--- src/rtl/core/scv_pkg.sv ---
// ----------------------------------------------------------------------------
// scv_pkg: shared types and constants of the spring chain Verlet stepper
// Holds the transaction structs, the sequencer states and the reset values.
// ----------------------------------------------------------------------------
`default_nettype none
package scv_pkg;
	localparam int PARTICLES_DEF = 8;
	localparam logic [31:0] KAPPA_RST = 32'd4090497;
	localparam logic [31:0] DT_RST    = 32'd42950;
	localparam logic        REG_KAPPA = 1'b0;
	localparam logic        REG_DT    = 1'b1;
	localparam logic        OP_LOAD   = 1'b0;
	localparam logic        OP_STEP   = 1'b1;

	typedef struct packed {
		logic              op;
		logic [5:0]        particle_index;
		logic signed [31:0] position_in;
		logic signed [31:0] velocity_in;
		logic [31:0]       inverse_mass;
	} scv_in_t;

	typedef struct packed {
		logic [5:0]        particle_out;
		logic signed [31:0] position_out;
		logic signed [31:0] velocity_out;
		logic              last;
	} scv_out_t;

	typedef enum logic [2:0] {
		ST_IDLE, ST_ACC0, ST_KICK1, ST_DRIFT, ST_ACC, ST_KICK2, ST_EMIT
	} scv_state_t;

	function automatic logic signed [31:0] sat32(input logic signed [65:0] x);
		if (x > 66'sd2147483647) return 32'sh7fffffff;
		if (x < -66'sd2147483648) return 32'sh80000000;
		return x[31:0];
	endfunction
endpackage
`default_nettype wire

--- src/rtl/core/scv_mem.sv ---
// ----------------------------------------------------------------------------
// scv_mem: one word-wide synchronous RAM with valid bits
// Single write port, single registered read port; unwritten entries read 0.
// ----------------------------------------------------------------------------
`default_nettype none
module scv_mem #(
	parameter int DEPTH = scv_pkg::PARTICLES_DEF,
	parameter int AW    = $clog2(DEPTH)
) (
	input  wire logic          clk,
	input  wire logic          arst_n,
	input  wire logic          we,
	input  wire logic [AW-1:0] waddr,
	input  wire logic [31:0]   wdata,
	input  wire logic [AW-1:0] raddr,
	output logic      [31:0]   rdata
);
	logic [31:0]      mem [DEPTH];
	logic [DEPTH-1:0] vld_q;
	logic [31:0]      rd_q;
	logic             rv_q;

	always_ff @(posedge clk) begin
		if (we) mem[waddr] <= wdata;
		rd_q <= mem[raddr];
	end

	always_ff @(posedge clk or negedge arst_n) begin
		if (!arst_n) begin
			vld_q <= '0;
			rv_q  <= 1'b0;
		end else begin
			if (we) vld_q[waddr] <= 1'b1;
			rv_q <= vld_q[raddr];
		end
	end

	assign rdata = rv_q ? rd_q : 32'd0;
endmodule
`default_nettype wire

--- config.mk ---
export PLATFORM = sky130hd
export DESIGN_NAME = scv_mem
export DESIGN_NICKNAME = d
export VERILOG_FILES = /design/src/rtl/core/scv_pkg.sv /design/src/rtl/core/scv_mem.sv
export SDC_FILE = /design/constraint.sdc
export NUM_CORES = 1
export LEC_CHECK = 0
export BUFFER_PORTS_ARGS = -buffer_cell sky130_fd_sc_hd__buf_4
export CORE_ASPECT_RATIO = 1.25
export CORE_UTILIZATION = 65
export CTS_BUF_LIST = sky130_fd_sc_hd__clkbuf_4
export CTS_CLUSTER_SIZE = 28
export DETAILED_ROUTE_END_ITERATION = 8
export PLACE_DENSITY = 0.85
export SLEW_MARGIN = 10
export SYNTH_ARGS = -nofsm -noshare
export SYNTH_HDL_FRONTEND = slang
export SYNTH_SLANG_ARGS = --single-unit
export TNS_END_PERCENT = 50
--- constraint.sdc ---
create_clock -name clk -period 2.6 [get_ports clk]
set_input_delay 0.52 -clock clk [delete_from_list [all_inputs] [get_ports clk]]
set_output_delay 0.52 -clock clk [all_outputs]
set_load 0.05 [all_outputs]
# Word level (Yosys, flattened, before mapping)
# Memory sizes are Yosys's and may differ from the RTL's. A register that Yosys moved wholly into a read port is not among the register bits.
# Index checks and enable logic that the tools add are counted.
# totals
elab_cells,15
ram_bits,256
out_inout_bits,32
romBits,0
n_memories,1
ff_bits,9
inputBits,41
latch_bits,0
# mem_list
memory,words,word_bits,read_ports,rd_ports_with_merged_regs,wr,line,rtl
mem,8,32,1,1,1,scv_mem.sv:18,logic [31:0] mem [DEPTH];
# op_classes
n_eq_ne,0
n_bitwise,1
div_mod_pow,0
addsub,0
n_mul,0
n_lt_le_gt_ge,3
n_reduce_logical,1
n_shift,0
mux,7
# op_table
cell,count
two-way mux 32 bit,1
"less-than comparator 3 x 4 -> 1 bit, second input constant",2
bitwise OR 8 bit,1
two-way mux 1 bit,4
binary-select mux 1 bit (select 3 bit),1
demux 1 bit (select 3 bit),1
">= comparator 3 x 1 -> 1 bit, second input constant",1
logical AND 1 bit,1

# Logic depth before layout (Yosys ltp)
# logic_depth
word_depth,5
mapped_depth,4
depth_no_buf,2

# Worst setup path after synthesis
# No wires, ideal clock.
# synth_path
path_type,input-to-reg
startpoint,in waddr[2]
endpoint,"mem mem[0][0], enable pin"
path_buffers,1
t_arrival_ps,4183
setup_time_ps,515
slack_ps,-2098
stages,2
t_required_ps,2085
cell_sequence,clkbuf_1 -> nor4b_1
# synth_lines
element,line,rtl
from (decl),scv_mem.sv:13,"input wire logic [AW-1:0] waddr,"
to (decl),scv_mem.sv:18,
# Straight into the memory's write port.

# Final worst setup path
# layout_path
startpoint,reg rv_q
endpoint,out rdata[28]
# layout_between
elab_chain_cells,1
# layout_rtl
element,line,rtl
from (decl),scv_mem.sv:21,logic rv_q;
from (signal assigned),scv_mem.sv:34,rv_q <= vld_q[raddr];
two-way mux 32 bit,scv_mem.sv:38,assign rdata = rv_q ? rd_q : 32'd0;
to (decl),scv_mem.sv:16,output logic [31:0] rdata
# Every way passes these cells.

==> results.toml <==
[sta]
final-hold-violation-count = 0
tightest_slew_ns = 0.588
finClkSkew_ns = 0.0268
rsz0062_at_grt = "false"
setup_viol = 0
min_period_ns = 2.31
fin_hold_ws_ns = 0.109
min_period_over_period_pct = 88.9
fmax_mhz = 432
fin_ws_ns = 0.287
drv_slew = 0
relSlewSlack_pct = 60.8

[drt]
drtIter0Drc = 395
drtAntennaViolNets = 0
routed_wirelength_um = 20900
drt_first_pass_iters = 5
wl_per_cell_um = 23.9
vias = 5200
vias_per_cell = 5.94
drc = 0

[power_and_ir_drop]
switching_share_pct = 23.0
internal-power_w = 0.00771
p_total_w = 0.0100
pwr_density_cell_nw_per_um2 = 782
p_seq_share_pct = 54.2
power.clock.fraction_pct = 36.6
ir_drop_mv = 0.530
power_switching_w = 0.00230
p_leak_nw = 4.39
power_frac_comb_pct = 9.2

[placement]
dpl_cell_area_sq_um = 11900
dp_slack_ns = 0.509
globalplace.congestion = 0.681
portBuffers = 72
dpl.hpwl_um = 10500

[logic_synthesis]
synth_largest_area_cell = "edfxtp_1"
synth_cells = 473
synth_nets = 514
synth_warnings = 0
async_reset_ff_share_pct = 3.03
netlist_area_sq_um = 10900
ys_ff_latch = 297
ys_seq_area_share_pct = 78.6
synth_ff_type = "edfxtp_1"
synth_most_common_cell = "edfxtp_1"
yosys.area.top_type_share_pct = 70.6
synthTopCellsByArea = "edfxtp_1 71%, mux4_2 14%, dfxtp_1 5.9%, mux2_2 3.4%, dfrtp_1 2.1%"
synth_cell_types = 20
synth_commonest_cells = "256 x edfxtp_1, 66 x mux4_2, 33 x mux2_2"
synth_edf_count = 256
avgSynthCellArea_sq_um = 23.0

[floorplanning]
rows = 52
die_w_um = 118
start_util_pct = 66.9
die_area_sq_um = 17300
die_h_um = 147
coreArea_sq_um = 16300
ios = 73

[setup_path]
cp.depth = 3
cpPeakStageDelay_ns = 0.34
start_kind = "register"
critPathArrivalTime_ns = 1.79
crit_family = "buffers and inverters"
r2r_cells = 2
end_kind = "output pin"
path_class = "reg2out"
cp_cell_sequence = "buf_4 -> and2_1 -> buf_4"
cp_num_buf_inv = 2
critPathMostFrequentCell = "buf_4"
critical_path.max_fanout = 32
critPathSlowestCell = "dfrtp_1"
required_ns = 2.08

[global_routing]
grt_max_degree = 51
grt_pass1_wl_um = 31500
gr-total-overflow = 0
grt_pass1_vias = 5612
track_usage_pct = 25.7
antenna_found_initial = 1

[cts]
postCtsHoldBufs = 1
cts_resized = 0
cts_made_buffers = 67
clk_pin_slew_ns = 0.07
cts_setup_buffers = 0
clkLatencyLatePin_ns = 0.64
cts_tree = "yes"
cts_max_path_buffers = 3
cts.htree.levels = 3
cts_root_buf = "clkbuf_4"
clock-sinks = 297

[status]
outcome = "complete, no violations"

[worst_hold_path]
whs_path_depth = 1
hold_class = "in2reg"

[finish]
postLayoutCellArea_sq_um = 12800
n_fill_cell = 839
fin_nets = 648
final_core_util_pct = 78.6
areaGrowthSynthToFinish_pct = 17.5
drive_gt1_share_pct = 47.6

[run]
cap_violations = 0
==> metrics by stage <==
step                setup TNS [ns]  std cells
floorplan                   -89.01        473
global placement                 0        753
detailed placement               0        753
CTS                              0        875
global route                     0        876
finish                           0        876
==> layout make-up <==
cell class	count	area, sq um	area share [%]
diodes	1	2.50	0.0196
well taps	216	270	2.11
flip-flops and latches	297	8550	66.9
inverters	3	11.3	0.0880
repair buffers	89	783	6.12
clock inverters	7	31.3	0.245
clock buffers	114	856	6.69
multi-input cells	149	2280	17.9
==> routing by layer <==
layer	track usage [%]	part of all wire, %
met5	0	0
met2	44.3	55
met3	6.13	6.1
met1	31.6	37
met4	10.2	1.9
==> flip-flops by register name, indices dropped and copies added, names as in the netlist <==
| register | count |
|---|---|
| mem | 256 |
| rd_q | 32 |
| vld_q | 8 |
| rv_q | 1 |
==> placed cells by master, fill, tap and decap left out <==
master / synthesis / final
clkinv_1: 0 / 5
buf_12: 0 / 9
clkinvlp_4: 0 / 1
buf_4: 0 / 79
dfrtp_1: 9 / 9
and2_1: 32 / 32
dfxtp_1: 32 / 32
nor2_4: 0 / 1
or2_2: 3 / 3
diode_2: 0 / 1
nor3_4: 0 / 3
mux2_2: 33 / 33
clkbuf_4: 0 / 114
nor4b_4: 0 / 1
nor3b_4: 0 / 1
nor4bb_4: 0 / 2
clkinv_2: 0 / 1
mux4_2: 66 / 66
nand2_1: 2 / 2
o21bai_1: 1 / 1
edfxtp_1: 256 / 256
dlygate4sd3_1: 0 / 1
inv_1: 3 / 3
a41o_1: 4 / 4
==> worst paths after layout <==
check | from | to | slack, ns
setup / recovery | rv_q | rdata[28] | 0.29
hold / removal | wdata[25] | mem[0][25] | 0.11
setup reg to reg | mem[0][7] | rd_q[7] | 1.27
hold reg to reg | vld_q[5] | vld_q[5] | 0.48
max in group asynchronous | arst_n | vld_q[6] | 2.20
min in group asynchronous | arst_n | vld_q[2] | 0.25
==> power groups by stage <==
stage	clock network, W	logic (W)	registers, W
floorplan	0	0.000600	0.00550
global placement	0	0.000892	0.00551
detailed placement	0	0.000914	0.00553
CTS	0.00374	0.000924	0.00543
global route	0.00396	0.000962	0.00544
finish	0.00366	0.000917	0.00543
==> cells by family (layout without fill, tap and decap cells) <==
group / count (synthesis) / count (layout) / synth area share, %
and+or+nand+nor: 45 / 45 / 2.59
other: 0 / 1 / 0
DFF: 297 / 297 / 78.6
AOI/OAI and AO/OA: 5 / 5 / 0.437
muxes: 99 / 99 / 17.1
buffers and inverters: 27 / 213 / 1.33
(Power assumes the default switching activity.)
